<file path="config.mk">
export PLATFORM = sky130hd
export DESIGN_NAME = weather_sensor_hub_unit
export DESIGN_NICKNAME = d
export VERILOG_FILES = /design/src/rtl/wsh_pkg.sv /design/src/rtl/wsh_sensor.sv /design/src/rtl/wsh_reply.sv /design/src/rtl/weather_sensor_hub_unit.sv
export SDC_FILE = /design/constraint.sdc
export NUM_CORES = 1
export LEC_CHECK = 0
export BUFFER_PORTS_ARGS = -buffer_cell sky130_fd_sc_hd__buf_2
export CAP_MARGIN = 20
export CORE_ASPECT_RATIO = 0.8
export CORE_UTILIZATION = 40
export CTS_BUF_LIST = sky130_fd_sc_hd__clkbuf_4 sky130_fd_sc_hd__clkbuf_8
export DETAILED_ROUTE_END_ITERATION = 6
export PLACE_DENSITY = 0.55
export SLEW_MARGIN = 20
export SYNTH_ARGS = -nofsm -noshare
export SYNTH_HDL_FRONTEND = slang
export SYNTH_HIERARCHICAL = 1
export SYNTH_SLANG_ARGS = --single-unit
</file>
<file path="constraint.sdc">
create_clock -name aclk -period 3.4 [get_ports aclk]
set_input_delay 0.17 -clock aclk [delete_from_list [all_inputs] [get_ports aclk]]
set_output_delay 0.17 -clock aclk [all_outputs]
set_load 0.01 [all_outputs]
</file>
<file path="src/rtl/wsh_pkg.sv">
package wsh_pkg;

    // reply buffer geometry
    localparam int unsigned REPLY_BYTES = 8;
    localparam int unsigned REPLY_IDX_W = $clog2(REPLY_BYTES);
    localparam int unsigned REPLY_CNT_W = REPLY_IDX_W + 1;

    // stream widths
    localparam int unsigned S_TDATA_W = 24;
    localparam int unsigned S_TUSER_W = 3;
    localparam int unsigned M_TDATA_W = 16;

    // fill byte for a reply taken while data is not ready
    localparam logic [7:0] NOT_READY_FILL = 8'haa;
    // byte shown on a read past the reply length
    localparam logic [7:0] READ_PAST_END = 8'hff;
    // window length used when the register holds zero
    localparam logic [15:0] WINDOW_MIN = 16'd1;
    localparam logic [15:0] WINDOW_RESET = 16'd512;

    // event kinds carried on the input tuser
    typedef enum logic [2:0] {
        MODE_PINS      = 3'd0,
        MODE_TICK      = 3'd1,
        MODE_CONV_DONE = 3'd2,
        MODE_COMMAND   = 3'd3,
        MODE_READ      = 3'd4,
        MODE_ADDR      = 3'd5
    } mode_t;

    // bus commands
    localparam logic [7:0] CMD_POWER      = 8'd0;
    localparam logic [7:0] CMD_MEASURE    = 8'd1;
    localparam logic [7:0] CMD_READ_ALL   = 8'd2;
    localparam logic [7:0] CMD_STATUS     = 8'd3;
    localparam logic [7:0] CMD_CLEAR_RAIN = 8'd4;

    // converter channels
    localparam logic CHAN_UV        = 1'b0;
    localparam logic CHAN_DIRECTION = 1'b1;

    // one accepted input beat, unpacked
    typedef struct packed {
        logic        fire;
        mode_t       mode;
        logic        clock_pin;
        logic        rain_pin;
        logic        wind_pin;
        logic [9:0]  sample_value;
        logic [7:0]  command_byte;
    } event_t;

    // sensor side state and the per-beat result levels
    typedef struct packed {
        logic [15:0] rain_count;
        logic [15:0] wind_count;
        logic [9:0]  uv_value;
        logic [9:0]  direction_value;
        logic        ready_flag;
        logic        convert_start;
        logic        convert_channel;
        logic        ready_line;
        logic        data_ready;
    } sensor_status_t;

endpackage

</file>
<file path="src/rtl/wsh_sensor.sv">
module wsh_sensor (
    input  logic                    aclk,
    input  logic                    aresetn,
    input  wsh_pkg::event_t         evt,
    input  logic [15:0]             window_ticks,
    output wsh_pkg::sensor_status_t status
);

    logic [2:0]  prev_pins_reg, prev_pins_next;
    logic [15:0] rain_count_reg, rain_count_next;
    logic [15:0] wind_count_reg, wind_count_next;
    logic [9:0]  uv_value_reg, uv_value_next;
    logic [9:0]  direction_value_reg, direction_value_next;
    logic        ready_flag_reg, ready_flag_next;
    logic [15:0] window_left_reg, window_left_next;
    logic        pending_channel_reg, pending_channel_next;
    logic        notify_level_reg, notify_level_next;

    logic [2:0]  pins;
    logic        clock_fall;
    logic        rain_rise;
    logic        wind_rise;
    logic [15:0] window_dec;
    logic        conv_start;
    logic        conv_channel;

    assign pins       = {evt.wind_pin, evt.rain_pin, evt.clock_pin};
    assign clock_fall = prev_pins_reg[0] & ~pins[0];
    assign rain_rise  = ~prev_pins_reg[1] & pins[1];
    assign wind_rise  = ~prev_pins_reg[2] & pins[2];
    assign window_dec = window_left_reg - 16'd1;

    // next state for one event
    always_comb begin
        prev_pins_next       = prev_pins_reg;
        rain_count_next      = rain_count_reg;
        wind_count_next      = wind_count_reg;
        uv_value_next        = uv_value_reg;
        direction_value_next = direction_value_reg;
        ready_flag_next      = ready_flag_reg;
        window_left_next     = window_left_reg;
        pending_channel_next = pending_channel_reg;
        notify_level_next    = notify_level_reg;
        conv_start           = 1'b0;
        conv_channel         = wsh_pkg::CHAN_UV;
        case (evt.mode)
            wsh_pkg::MODE_PINS: begin
                prev_pins_next = pins;
                // clock fall opens a new window before wind edges are counted
                if (clock_fall) begin
                    pending_channel_next = wsh_pkg::CHAN_UV;
                    conv_start           = 1'b1;
                    wind_count_next      = 16'd0;
                    ready_flag_next      = 1'b0;
                    window_left_next     = (window_ticks == 16'd0) ? wsh_pkg::WINDOW_MIN
                                                                   : window_ticks;
                    notify_level_next    = 1'b0;
                end
                if (rain_rise) begin
                    rain_count_next = rain_count_reg + 16'd1;
                end
                if (wind_rise && (clock_fall || window_left_reg != 16'd0)) begin
                    wind_count_next = wind_count_next + 16'd1;
                end
            end
            wsh_pkg::MODE_TICK: begin
                if (window_left_reg != 16'd0) begin
                    window_left_next = window_dec;
                    if (window_dec == 16'd0) begin
                        ready_flag_next   = 1'b1;
                        notify_level_next = 1'b1;
                    end
                end
            end
            wsh_pkg::MODE_CONV_DONE: begin
                // uv result chains into a direction conversion
                if (pending_channel_reg == wsh_pkg::CHAN_UV) begin
                    uv_value_next        = evt.sample_value;
                    pending_channel_next = wsh_pkg::CHAN_DIRECTION;
                    conv_start           = 1'b1;
                    conv_channel         = wsh_pkg::CHAN_DIRECTION;
                end else begin
                    direction_value_next = evt.sample_value;
                end
            end
            wsh_pkg::MODE_COMMAND: begin
                if (evt.command_byte == wsh_pkg::CMD_MEASURE) begin
                    ready_flag_next      = 1'b0;
                    pending_channel_next = wsh_pkg::CHAN_UV;
                    conv_start           = 1'b1;
                end else if (evt.command_byte == wsh_pkg::CMD_CLEAR_RAIN) begin
                    rain_count_next = 16'd0;
                end
            end
            default: begin
            end
        endcase
    end

    // state registers
    always_ff @(posedge aclk) begin
        if (!aresetn) begin
            prev_pins_reg       <= 3'd0;
            rain_count_reg      <= 16'd0;
            wind_count_reg      <= 16'd0;
            uv_value_reg        <= 10'd0;
            direction_value_reg <= 10'd0;
            ready_flag_reg      <= 1'b0;
            window_left_reg     <= 16'd0;
            pending_channel_reg <= wsh_pkg::CHAN_UV;
            notify_level_reg    <= 1'b1;
        end else if (evt.fire) begin
            prev_pins_reg       <= prev_pins_next;
            rain_count_reg      <= rain_count_next;
            wind_count_reg      <= wind_count_next;
            uv_value_reg        <= uv_value_next;
            direction_value_reg <= direction_value_next;
            ready_flag_reg      <= ready_flag_next;
            window_left_reg     <= window_left_next;
            pending_channel_reg <= pending_channel_next;
            notify_level_reg    <= notify_level_next;
        end
    end

    // current values for the reply side, post-event levels for the result
    always_comb begin
        status.rain_count      = rain_count_reg;
        status.wind_count      = wind_count_reg;
        status.uv_value        = uv_value_reg;
        status.direction_value = direction_value_reg;
        status.ready_flag      = ready_flag_reg;
        status.convert_start   = conv_start;
        status.convert_channel = conv_channel;
        status.ready_line      = notify_level_next;
        status.data_ready      = ready_flag_next;
    end

endmodule

</file>
<file path="src/rtl/wsh_reply.sv">
module wsh_reply (
    input  logic                    aclk,
    input  logic                    aresetn,
    input  wsh_pkg::event_t         evt,
    input  wsh_pkg::sensor_status_t status,
    output logic [7:0]              read_data,
    output logic                    read_valid
);

    logic [7:0] reply_mem [wsh_pkg::REPLY_BYTES];

    logic [wsh_pkg::REPLY_CNT_W-1:0] reply_index_reg, reply_index_next;
    logic [wsh_pkg::REPLY_CNT_W-1:0] reply_length_reg, reply_length_next;
    logic                            powered_reg, powered_next;

    logic       is_command;
    logic       load_all;
    logic       load_first;
    logic [7:0] first_byte;
    logic       can_read;
    logic [7:0] image [wsh_pkg::REPLY_BYTES];

    assign is_command = evt.mode == wsh_pkg::MODE_COMMAND;
    assign can_read   = (reply_index_reg < reply_length_reg)
                        && (reply_index_reg[wsh_pkg::REPLY_IDX_W] == 1'b0);

    // full reply image, msb first: rain, wind, direction, uv; all fill bytes while not ready
    always_comb begin
        image[0] = status.rain_count[15:8];
        image[1] = status.rain_count[7:0];
        image[2] = status.wind_count[15:8];
        image[3] = status.wind_count[7:0];
        image[4] = {6'd0, status.direction_value[9:8]};
        image[5] = status.direction_value[7:0];
        image[6] = {6'd0, status.uv_value[9:8]};
        image[7] = status.uv_value[7:0];
        if (!status.ready_flag) begin
            for (int i = 0; i < wsh_pkg::REPLY_BYTES; i++) begin
                image[i] = wsh_pkg::NOT_READY_FILL;
            end
        end
    end

    // command decode and read pointer
    always_comb begin
        reply_index_next  = reply_index_reg;
        reply_length_next = reply_length_reg;
        powered_next      = powered_reg;
        load_all          = 1'b0;
        load_first        = 1'b0;
        first_byte        = 8'd0;
        read_data         = 8'd0;
        read_valid        = 1'b0;
        case (evt.mode)
            wsh_pkg::MODE_COMMAND: begin
                reply_index_next = '0;
                if (evt.command_byte == wsh_pkg::CMD_POWER) begin
                    load_first        = 1'b1;
                    first_byte        = {7'd0, powered_reg};
                    reply_length_next = wsh_pkg::REPLY_CNT_W'(1);
                    powered_next      = 1'b1;
                end else if (evt.command_byte == wsh_pkg::CMD_READ_ALL) begin
                    load_all          = 1'b1;
                    reply_length_next = wsh_pkg::REPLY_CNT_W'(wsh_pkg::REPLY_BYTES);
                end else if (evt.command_byte == wsh_pkg::CMD_STATUS) begin
                    load_first        = 1'b1;
                    first_byte        = {7'd0, status.ready_flag};
                    reply_length_next = wsh_pkg::REPLY_CNT_W'(1);
                end
            end
            wsh_pkg::MODE_READ: begin
                if (can_read) begin
                    read_data        = reply_mem[reply_index_reg[wsh_pkg::REPLY_IDX_W-1:0]];
                    read_valid       = 1'b1;
                    reply_index_next = reply_index_reg + wsh_pkg::REPLY_CNT_W'(1);
                end else begin
                    read_data = wsh_pkg::READ_PAST_END;
                end
            end
            wsh_pkg::MODE_ADDR: begin
                reply_index_next = '0;
            end
            default: begin
            end
        endcase
    end

    // control registers
    always_ff @(posedge aclk) begin
        if (!aresetn) begin
            reply_index_reg  <= '0;
            reply_length_reg <= '0;
            powered_reg      <= 1'b0;
        end else if (evt.fire) begin
            reply_index_reg  <= reply_index_next;
            reply_length_reg <= reply_length_next;
            powered_reg      <= powered_next;
        end
    end

    // reply buffer, no reset
    always_ff @(posedge aclk) begin
        if (evt.fire && is_command) begin
            if (load_all) begin
                for (int i = 0; i < wsh_pkg::REPLY_BYTES; i++) begin
                    reply_mem[i] <= image[i];
                end
            end else if (load_first) begin
                reply_mem[0] <= first_byte;
            end
        end
    end

endmodule

</file>
<file path="src/rtl/weather_sensor_hub_unit.sv">
// channel  | dir | payload (lsb first)
// ---------+-----+---------------------------------------------------------
// s_       | in  | tuser: mode[2:0]
//          |     | tdata: clock_pin, rain_pin, wind_pin, sample_value[9:0],
//          |     |        command_byte[7:0], zero pad
// m_       | out | tdata: read_data[7:0], read_valid, convert_start,
//          |     |        convert_channel, ready_line, data_ready, zero pad
// cfg_     | in  | cfg_wr_data: window_ticks[15:0]
//
// one input beat per cycle while m_ is not stalled; its result beat is held in
// the output register and shows in the cycle after acceptance.
// input is taken whenever the output register is empty or being drained.
// aresetn is synchronous, active low, and restores every counter and flag;
// the reply buffer contents are not cleared.
// a stalled m_ side holds the result and back-pressures s_tready.
module weather_sensor_hub_unit (
    input  logic                          aclk,
    input  logic                          aresetn,
    input  logic                          s_tvalid,
    output logic                          s_tready,
    // clock_pin, rain_pin, wind_pin, sample_value[9:0], command_byte[7:0]
    input  logic [wsh_pkg::S_TDATA_W-1:0] s_tdata,
    // mode[2:0]
    input  logic [wsh_pkg::S_TUSER_W-1:0] s_tuser,
    output logic                          m_tvalid,
    input  logic                          m_tready,
    // read_data[7:0], read_valid, convert_start, convert_channel,
    // ready_line, data_ready
    output logic [wsh_pkg::M_TDATA_W-1:0] m_tdata,
    input  logic                          cfg_wr_en,
    input  logic [15:0]                   cfg_wr_data
);

    wsh_pkg::event_t         evt;
    wsh_pkg::sensor_status_t status;

    logic [15:0] window_ticks_reg;
    logic        m_tvalid_reg;
    logic [wsh_pkg::M_TDATA_W-1:0] m_tdata_reg, m_tdata_next;
    logic [7:0]  read_data;
    logic        read_valid;

    // input beat unpack
    assign s_tready = ~m_tvalid_reg | m_tready;

    always_comb begin
        evt.fire         = s_tvalid & s_tready;
        evt.mode         = wsh_pkg::mode_t'(s_tuser);
        evt.clock_pin    = s_tdata[0];
        evt.rain_pin     = s_tdata[1];
        evt.wind_pin     = s_tdata[2];
        evt.sample_value = s_tdata[12:3];
        evt.command_byte = s_tdata[20:13];
    end

    // window length register
    always_ff @(posedge aclk) begin
        if (!aresetn) begin
            window_ticks_reg <= wsh_pkg::WINDOW_RESET;
        end else if (cfg_wr_en) begin
            window_ticks_reg <= cfg_wr_data;
        end
    end

    wsh_sensor u_sensor (
        .aclk         (aclk),
        .aresetn      (aresetn),
        .evt          (evt),
        .window_ticks (window_ticks_reg),
        .status       (status)
    );

    wsh_reply u_reply (
        .aclk       (aclk),
        .aresetn    (aresetn),
        .evt        (evt),
        .status     (status),
        .read_data  (read_data),
        .read_valid (read_valid)
    );

    // result beat pack
    assign m_tdata_next = {3'd0, status.data_ready, status.ready_line,
                           status.convert_channel, status.convert_start,
                           read_valid, read_data};

    // output register
    always_ff @(posedge aclk) begin
        if (!aresetn) begin
            m_tvalid_reg <= 1'b0;
        end else if (s_tready) begin
            m_tvalid_reg <= s_tvalid;
        end
    end

    always_ff @(posedge aclk) begin
        if (evt.fire) begin
            m_tdata_reg <= m_tdata_next;
        end
    end

    assign m_tvalid = m_tvalid_reg;
    assign m_tdata  = m_tdata_reg;

endmodule

</file>
==> impl_metrics.env, run 1 <==
export IMPL_cts_tree="yes"
export IMPL_wl_per_cell_um=16.6
export IMPL_finalCritPeriodShare=0.743
export IMPL_ant_nets=0
export IMPL_ys_flop_type="dfxtp_1"
export IMPL_rows=45
export IMPL_nFillCells=1805
export IMPL_dieArea_um2=20600
export IMPL_slew_violations=0
export IMPL_synth_warnings=6
export IMPL_chipHeight_um=129
export IMPL_syn_to_final_growth_pct=13.9
export IMPL_power_share_sequential=0.559
export IMPL_postCtsSetupRepairBufs=0
export IMPL_min_to="m_tvalid$_SDFFE_PN0P_"
export IMPL_worst_skew_pair_late_latency_ns=0.45
export IMPL_status="complete, no violations"
export IMPL_clock_skew_ns=0.0125
export IMPL_synth_async_reset_ratio=0
export IMPL_hpwl_um=13200
export IMPL_synth_top_cells_by_area="dfxtp_1, edfxtp_1, mux2i_1, nand2_1, nor2_1"
export IMPL_worstReg2RegStart="u_sensor/window_left_reg[1]$_SDFFE_PN0P_"
export IMPL_p_clk_frac=0.378
export IMPL_rr_worst_depth=9
export IMPL_ys_ff_latch=167
export IMPL_first_global_vias=5880
export IMPL_ys_seq_area_frac=0.491
export IMPL_slowest_stage="or4_4"
export IMPL_portBuffers=59
export IMPL_rrSetupSlack_ns=0.87
export IMPL_path_cells="inv_1, ha_1, nor3b_1, buf_4, nand4_1, xor2_1, nand4_1, or4_4, a31oi_4"
export IMPL_worst_slew_pin_slew_ns=0.877
export IMPL_critPathKind="reg2reg"
export IMPL_cp_start_kind="register"
export IMPL_drt_iter0_drc=479
export IMPL_netlist_area_um2=8010
export IMPL_io_pins=66
export IMPL_p_int_mw=2.87
export IMPL_ys_types=74
export IMPL_min_period_ns=2.53
export IMPL_slew_limit_headroom=0.415
export IMPL_routed_wirelength_um=19200
export IMPL_tns_ns=0
export IMPL_grt_pass1_wl_um=30700
export IMPL_sw_frac_of_total=0.242
export IMPL_multi_input_area_um2=3720
export IMPL_initial_core_util=0.415
export IMPL_hold_viol=0
export IMPL_diodes=0
export IMPL_rsz0062_at_grt="false"
export IMPL_grt_max_degree=48
export IMPL_cpPeakStageDelay_ns=0.48
export IMPL_cts_buffers=17
export IMPL_gp_congestion=0.814
export IMPL_via_per_inst=5.31
export IMPL_finalSetupViolCount=0
export IMPL_max_freq_mhz=396
export IMPL_ff_latch_area_um2=3930
export IMPL_hold_start="m_tready"
export IMPL_synth_largest_area_cell="dfxtp_1"
export IMPL_syn_inst=823
export IMPL_finalNetCount=943
export IMPL_worstHoldPathType="in2reg"
export IMPL_synthMostInstantiatedCell="dfxtp_1"
export IMPL_clk_pin_slew_worst_paths_ns=0.09
export IMPL_synth_top_cell_area_share=0.270
export IMPL_finish_utilization=0.472
export IMPL_cts_root_buf="clkbuf_8"
export IMPL_synth_edff_count=59
export IMPL_holdWs_ns=0.0369
export IMPL_vias=6153
export IMPL_antenna_found_initial=0
export IMPL_core_um2=19300
export IMPL_clock_path_buffers=2
export IMPL_grt_ovfl_total=0
export IMPL_combPwrFrac=0.063
export IMPL_die_w_um=160
export IMPL_worstPathArrival_ns=2.90
export IMPL_worstHoldPathCells=3
export IMPL_p_leak_nw=3.29
export IMPL_largest_reg_flops=53
export IMPL_h_tree_depth=4
export IMPL_drive_above_1_share=0.149
export IMPL_crit_top_cell="nand4_1"
export IMPL_synth_common_cells="dfxtp_1, nand2_1, nor2_1, edfxtp_1, mux2i_1"
export IMPL_crit_path_max_fanout=9
export IMPL_power_density_nw_per_um2=415
export IMPL_vdd_drop_max_mv=0.250
export IMPL_switchingPower_mw=0.913
export IMPL_regMostFlops="u_reply/reply_mem"
export IMPL_reg2reg_to="u_sensor/ready_flag_reg$_SDFFE_PN0P_"
export IMPL_cap_violations=0
export IMPL_clock_sinks=167
export IMPL_grt_total_usage=0.192
export IMPL_cp_end_kind="register"
export IMPL_avgSynthCellArea_um2=9.73
export IMPL_crit_required_ns=3.77
export IMPL_drc=0
export IMPL_first_pass_iters=5
## cell usage in the layout (no fill, tap or decap), drive strengths merged, types with 4 or more instances in the layout
| master | n |
|---|---|
| o211ai | 6 |
| nor3 | 20 |
| o31ai | 8 |
| buf | 70 |
| or4 | 4 |
| nor4 | 14 |
| clkinvlp | 4 |
| inv | 22 |
| dfxtp | 108 |
| nand3b | 6 |
| nand2 | 89 |
| clkbuf | 19 |
| nand4 | 15 |
| nand2b | 33 |
| mux2 | 4 |
| nor2b | 23 |
| mux4 | 10 |
| dlygate4sd3 | 29 |
| o32ai | 4 |
| mux2i | 42 |
| a211oi | 8 |
| edfxtp | 59 |
| or3 | 9 |
| xnor2 | 16 |
| o21ai | 34 |
| nand3 | 25 |
| nor2 | 82 |
| a21oi | 40 |
| and2 | 31 |
| ha | 7 |
| a31oi | 8 |
| xor2 | 5 |
## cells by family after synthesis
kind of cell             synth area share
adder cells (fa/ha/maj)            0.0109
AND/OR/NAND/NOR                     0.236
flip-flops                          0.491
buffers and inverters              0.0444
AO/OA/AOI/OAI                       0.108
XOR/XNOR                           0.0230
other                            0.000468
multiplexers                       0.0863
## power by group through the flow
stage	clock, mW	sequential (mW)	combinational [mW]
after global placement	0	2.16	0.207
after global routing	1.55	2.11	0.265
after floorplan	0	2.15	0.136
after detailed placement	0	2.16	0.214
final	1.43	2.11	0.239
after CTS	1.48	2.11	0.240
## per-stage QoR
step           total power, mW  worst slack [ns]  cells  instance area (um^2)
2_1_floorplan             2.29             0.390    825                  8010
3_3_place_gp              2.36             0.852   1098                  8430
3_5_place_dp              2.37             0.841   1098                  8430
4_1_cts                   3.83             0.871   1159                  9110
5_1_grt                   3.93             0.657   1159                  9110
6_report                  3.78             0.873   1159                  9110
## how the worst max path moves through the flow
stage	from	to	slack, ns	cells past startpoint
floorplan	m_tvalid$_SDFFE_PN0P_	u_reply/reply_mem[1][0]$_SDFFCE_PN0P_	0.39	6
global placement	s_tuser[2]	u_reply/reply_mem[5][2]$_SDFFCE_PN0P_	0.85	6
detailed placement	s_tuser[2]	u_reply/reply_mem[5][4]$_SDFFCE_PN0P_	0.84	6
CTS	u_sensor/window_left_reg[1]$_SDFFE_PN0P_	u_sensor/ready_flag_reg$_SDFFE_PN0P_	0.87	9
global route	u_sensor/window_left_reg[1]$_SDFFE_PN0P_	u_sensor/ready_flag_reg$_SDFFE_PN0P_	0.66	9
finish	u_sensor/window_left_reg[1]$_SDFFE_PN0P_	u_sensor/ready_flag_reg$_SDFFE_PN0P_	0.87	9
## what timing repair did
action / in CTS / in global routing
resized for setup: 0 / 0
hold buffers: 29 / 0
endpoints found under the hold margin: 39 / 0
## layer usage
layer | up-vias | routed length (um) | part of all wire | track usage
met5 | - | 0 | 0 | 0
met1 | 2973 | 10100 | 0.53 | 0.281
met3 | 9 | 698 | 0.036 | 0.0377
li1 | 3046 | - | - | -
met2 | 125 | 8230 | 0.43 | 0.290
met4 | 0 | 133 | 0.0069 | 0.0499
## worst max-delay path, delay by kind of cell (launching register included)
family	cells	cell delay [ns]
AOI/OAI and AO/OA	1	0.17
xor gates and xnor gates	1	0.19
adders and majority gates	1	0.37
buffers and inverters	2	0.35
DFF	1	0.40
and+or+nand+nor	4	0.98
## cell type report
| type | count | area share |
|---|---|---|
| Clock buffer | 19 | 0.0273 |
| Clock inverter | 13 | 0.0159 |
| Inverter | 18 | 0.00796 |
| Multi-Input combinational cell | 585 | 0.409 |
| Sequential cell | 167 | 0.432 |
| Tap cell | 258 | 0.0354 |
| Timing Repair Buffer | 99 | 0.0733 |
Power figures use the tool's default switching activity.
==> inputs of run 2 (changes only) <==
clock period = 2.5 ns   (was 3.4 ns; I/O delays follow)
==> impl_metrics.env, run 2 (synthesized netlist as in run 1, its figures left out) <==
export IMPL_status="complete, no violations"
export IMPL_largest_reg_flops=53
export IMPL_slowest_stage="or4_4"
export IMPL_hold_viol=0
export IMPL_worstPathArrival_ns=2.68
export IMPL_grt_max_degree=48
export IMPL_dpl_cell_count=1120
export IMPL_vdd_drop_max_mv=0.311
export IMPL_min_period_ns=2.30
export IMPL_io_pins=66
export IMPL_layout_commonest_cell="dfxtp_1"
export IMPL_crit_path_start="u_sensor/window_left_reg[0]$_SDFFE_PN0P_"
export IMPL_syn_to_final_growth_pct=16.6
export IMPL_first_global_vias=6087
export IMPL_cp_end_kind="register"
export IMPL_slew_violations=0
export IMPL_diodes=0
export IMPL_crit_required_ns=2.88
export IMPL_clk_pin_slew_worst_paths_ns=0.10
export IMPL_worst_slew_pin_slew_ns=0.834
export IMPL_drt_iter0_drc=555
export IMPL_clock_skew_ns=0.0152
export IMPL_finalNetCount=967
export IMPL_chipHeight_um=129
export IMPL_finalCritPeriodShare=0.920
export IMPL_initial_core_util=0.415
export IMPL_path_cells="inv_1, ha_1, nor4b_1, and4_2, nor4_1, nand2_1, or4_4, a31oi_4"
export IMPL_reg2reg_to="u_sensor/ready_flag_reg$_SDFFE_PN0P_"
export IMPL_worst_path_buf_inv=1
export IMPL_critPathKind="reg2reg"
export IMPL_rr_worst_depth=8
export IMPL_postCtsSetupRepairBufs=0
export IMPL_dieArea_um2=20600
export IMPL_regMostFlops="u_reply/reply_mem"
export IMPL_portBuffers=59
export IMPL_endpoint="u_sensor/ready_flag_reg$_SDFFE_PN0P_"
export IMPL_cts_tree="yes"
export IMPL_core_um2=19300
export IMPL_via_per_inst=5.39
export IMPL_fin_cells=1183
export IMPL_clock_path_buffers=2
export IMPL_rows=45
export IMPL_slew_limit_headroom=0.443
export IMPL_grt_ovfl_total=0
export IMPL_critical_path_depth=8
export IMPL_p_leak_nw=3.40
export IMPL_worst_skew_pair_late_latency_ns=0.46
export IMPL_finalSetupViolCount=0
export IMPL_setup_slack_ns=0.200
export IMPL_drc=0
export IMPL_layout_common_cells="dfxtp_1, nand2_1, nor2_1"
export IMPL_power_density_nw_per_um2=550
export IMPL_grt_pass1_wl_um=31300
export IMPL_worstReg2RegStart="u_sensor/window_left_reg[0]$_SDFFE_PN0P_"
export IMPL_antenna_found_initial=0
export IMPL_cts_buffers=17
export IMPL_first_pass_iters=5
export IMPL_dpl_worst_slack_ns=0.0761
export IMPL_wl_per_cell_um=16.6
export IMPL_rrSetupSlack_ns=0.20
export IMPL_max_freq_mhz=435
export IMPL_total_power_mw=5.13
export IMPL_cap_violations=0
export IMPL_ant_nets=0
export IMPL_hpwl_um=13800
export IMPL_routed_wirelength_um=19600
export IMPL_tns_ns=0
export IMPL_clock_sinks=167
export IMPL_grt_total_usage=0.196
export IMPL_cpLargestDelayFamily="simple AND/OR/NAND/NOR gates"
export IMPL_drive_above_1_share=0.171
export IMPL_h_tree_depth=4
export IMPL_worstHoldPathType="in2reg"
export IMPL_nFillCells=1773
export IMPL_gp_congestion=0.888
export IMPL_die_w_um=160
export IMPL_cts_root_buf="clkbuf_8"
export IMPL_cpPeakStageDelay_ns=0.57
export IMPL_vias=6374
export IMPL_cp_start_kind="register"
export IMPL_crit_path_max_fanout=5
export IMPL_rsz0062_at_grt="false"
-- run 2: cell types whose count changed in the layout (fill, tap and decap cells not counted), sizes merged --
cell | before | now
clkbuf | 19 | 17
buf | 70 | 92
clkinv | 3 | 9
dlygate4sd3 | 29 | 31
inv | 22 | 18
-- run 2: power by group --
part,switching [mW],internal (mW),total [mW]
Clock,1.03,0.889,1.92
Combinational,0.192,0.151,0.343
Sequential,0.0344,2.84,2.87
-- run 2: metrics by stage --
stage,hold WS [ns],cell area (um^2),util
floorplan,0.253,8020,-
global placement,0.349,8630,0.447
detailed placement,0.354,8630,0.447
CTS,0.108,9330,0.483
global route,0.141,9330,0.483
finish,0.140,9330,0.483
-- run 2: worst min path at each step --
| stage | cells past startpoint | end | from | slack (ns) |
|---|---|---|---|---|
| 6_report | 3 | u_sensor/pending_channel_reg$_SDFFE_PN0P_ | s_tuser[1] | 0.14 |
| 5_1_grt | 4 | u_reply/powered_reg$_SDFFE_PN0P_ | s_tdata[13] | 0.14 |
| 4_1_cts | 3 | u_sensor/pending_channel_reg$_SDFFE_PN0P_ | s_tuser[1] | 0.11 |
| 3_5_place_dp | 3 | window_ticks_reg[9]$_SDFFE_PN1P_ | cfg_wr_data[9] | 0.35 |
| 3_3_place_gp | 3 | window_ticks_reg[9]$_SDFFE_PN1P_ | cfg_wr_data[9] | 0.35 |
| 2_1_floorplan | 1 | window_ticks_reg[0]$_SDFFE_PN0P_ | aresetn | 0.25 |
-- run 2: repair_timing --
| item | in CTS | in global routing |
|---|---|---|
| hold buffers | 31 | 0 |
| gates resized for setup | 0 | 1 |
| endpoints found under the setup margin | 0 | 1 |
| endpoints found under the hold margin | 40 | 0 |
-- run 2: per-layer routing --
| layer | part of all wire | wire (um) | track usage | up-vias |
|---|---|---|---|---|
| li1 | - | - | - | 3095 |
| met1 | 0.49 | 9680 | 0.281 | 3047 |
| met2 | 0.43 | 8360 | 0.293 | 210 |
| met3 | 0.068 | 1330 | 0.0432 | 22 |
| met4 | 0.013 | 261 | 0.0655 | 0 |
| met5 | 0 | 0 | 0 | - |
-- run 2: final cells by class --
class,count,area [um^2],share of cell area
clock inverter,15,154,0.0165
inverter,18,76.3,0.00818
multi-input combinational,585,3730,0.400
sequential,167,3930,0.422
timing repair buffer,123,878,0.0941
clock buffer,17,234,0.0251
tap,258,323,0.0346
-- run 2: worst register-to-register path: stages, from the launching register on --
cell	delay, ns
dfxtp_1	0.41
inv_1	0.08
ha_1	0.19
nor4b_1	0.14
and4_2	0.28
nor4_1	0.27
nand2_1	0.10
or4_4	0.57
a31oi_4	0.18
==> inputs of run 3 (changes only) <==
CORE_ASPECT_RATIO = 1.1   (was 0.8)
==> impl_metrics.env, run 3 (synthesized netlist as in run 1, its figures left out) <==
export IMPL_status="complete, no violations"
export IMPL_cap_violations=0
export IMPL_postCtsSetupRepairBufs=0
export IMPL_dpl_worst_slack_ns=0.0655
export IMPL_grt_pass1_wl_um=30700
export IMPL_crit_required_ns=2.87
export IMPL_slew_violations=0
export IMPL_via_per_inst=5.38
export IMPL_portBuffers=59
export IMPL_chipHeight_um=150
export IMPL_clock_skew_ns=0.0107
export IMPL_worst_slew_pin_slew_ns=0.866
export IMPL_finalCritPeriodShare=0.917
export IMPL_worstHoldPathType="in2reg"
export IMPL_initial_core_util=0.413
export IMPL_path_cells="inv_1, ha_1, nor4b_1, and4_2, o21ai_1, and2_1, a21oi_1, a211oi_1"
export IMPL_dieArea_um2=20600
export IMPL_gp_congestion=0.819
export IMPL_io_pins=66
export IMPL_cts_tree="yes"
export IMPL_ff_latch_area_um2=3930
export IMPL_drt_iter0_drc=423
export IMPL_holdWs_ns=0.0922
export IMPL_min_period_ns=2.29
export IMPL_clk_pin_slew_worst_paths_ns=0.09
export IMPL_die_w_um=137
export IMPL_antenna_found_initial=0
export IMPL_first_global_vias=6087
export IMPL_tns_ns=0
export IMPL_drive_above_1_share=0.170
export IMPL_grt_ovfl_total=0
export IMPL_vdd_drop_max_mv=0.304
export IMPL_wl_per_cell_um=16.3
export IMPL_hold_viol=0
export IMPL_nFillCells=1867
export IMPL_cp_start_kind="register"
export IMPL_clock_path_buffers=2
export IMPL_grt_max_degree=48
export IMPL_drc=0
export IMPL_vias=6300
export IMPL_largest_reg_flops=53
export IMPL_cts_buffers=17
export IMPL_h_tree_depth=4
export IMPL_multi_input_area_um2=3730
export IMPL_max_freq_mhz=436
export IMPL_routed_wirelength_um=19100
export IMPL_cp_end_kind="register"
export IMPL_worst_skew_pair_late_latency_ns=0.46
export IMPL_power_density_nw_per_um2=545
export IMPL_setup_slack_ns=0.208
export IMPL_syn_to_final_growth_pct=16.1
export IMPL_slew_limit_headroom=0.418
export IMPL_finalSetupViolCount=0
export IMPL_critPathKind="reg2reg"
export IMPL_finish_utilization=0.480
export IMPL_regMostFlops="u_reply/reply_mem"
export IMPL_crit_path_max_fanout=12
export IMPL_worstPathArrival_ns=2.66
export IMPL_core_um2=19400
export IMPL_layout_common_cells="dfxtp_1, nand2_1, nor2_1"
export IMPL_ant_nets=0
export IMPL_layout_commonest_cell="dfxtp_1"
export IMPL_diodes=0
export IMPL_clock_sinks=167
export IMPL_slowest_stage="and2_1"
export IMPL_grt_total_usage=0.195
export IMPL_cpPeakStageDelay_ns=0.49
export IMPL_rsz0062_at_grt="false"
export IMPL_hpwl_um=13600
export IMPL_finalNetCount=966
export IMPL_cts_root_buf="clkbuf_8"
export IMPL_rows=53
export IMPL_first_pass_iters=5
export IMPL_p_leak_nw=3.40
[run 3: cell count changes in the layout (fill, tap and decap cells not counted), sizes merged]
cell    change
bufinv      -1
clkinv      -3
clkbuf      +2
buf         -1
inv         +2
[run 3: worst paths after layout]
| path | from | endpoint | slack (ns) | cells after the start |
|---|---|---|---|---|
| max | u_sensor/window_left_reg[0]$_SDFFE_PN0P_ | u_sensor/window_left_reg[13]$_SDFFE_PN0P_ | 0.21 | 8 |
| min | s_tdata[13] | u_reply/powered_reg$_SDFFE_PN0P_ | 0.09 | 4 |
| max reg2reg | u_sensor/window_left_reg[0]$_SDFFE_PN0P_ | u_sensor/window_left_reg[13]$_SDFFE_PN0P_ | 0.21 | 8 |
| min reg2reg | u_sensor/prev_pins_reg[1]$_SDFFE_PN0P_ | u_sensor/prev_pins_reg[1]$_SDFFE_PN0P_ | 0.46 | 2 |
[run 3: report_power, final]
group          internal (mW)  switching (mW)  total [mW]  leakage, nW
sequential              2.84          0.0284        2.87         1.38
clock                  0.825            1.04        1.87        0.187
combinational          0.146           0.185       0.331         1.83
[run 3: what timing repair did]
item                                   4_1_cts  5_1_grt
endpoints found under the hold margin       40        0
hold buffers                                31        0
resized for setup                            0        0
[run 3: stage by stage]
stage               total power, mW  instances  instance area (um^2)
floorplan                      3.11        825                  8020
global placement               3.22       1108                  8610
detailed placement             3.22       1108                  8610
CTS                            5.12       1171                  9290
global route                   5.28       1171                  9290
finish                         5.07       1171                  9290
[run 3: area by class of cell]
cell class,count,share of cell area
clock buffers,19,0.0268
clock inverters,13,0.0135
inverters,18,0.00821
multi-input cells,585,0.401
flip-flops and latches,167,0.423
well taps,247,0.0333
repair buffers,122,0.0937
[run 3: metal layers]
layer	up-vias	track usage	routed length, um
met1	3055	0.257	8900
met2	131	0.322	9130
met5	-	0	0
met3	29	0.0327	645
li1	3085	-	-
met4	0	0.0703	392
[run 3: worst max-delay path, delay by kind of cell (launching register included)]
| family | cells | cell delay, ns |
|---|---|---|
| AND/OR/NAND/NOR | 3 | 0.93 |
| AO/OA/AOI/OAI | 3 | 0.55 |
| flip-flops | 1 | 0.42 |
| adder cells (fa/ha/maj) | 1 | 0.20 |
| buffers and inverters | 1 | 0.09 |
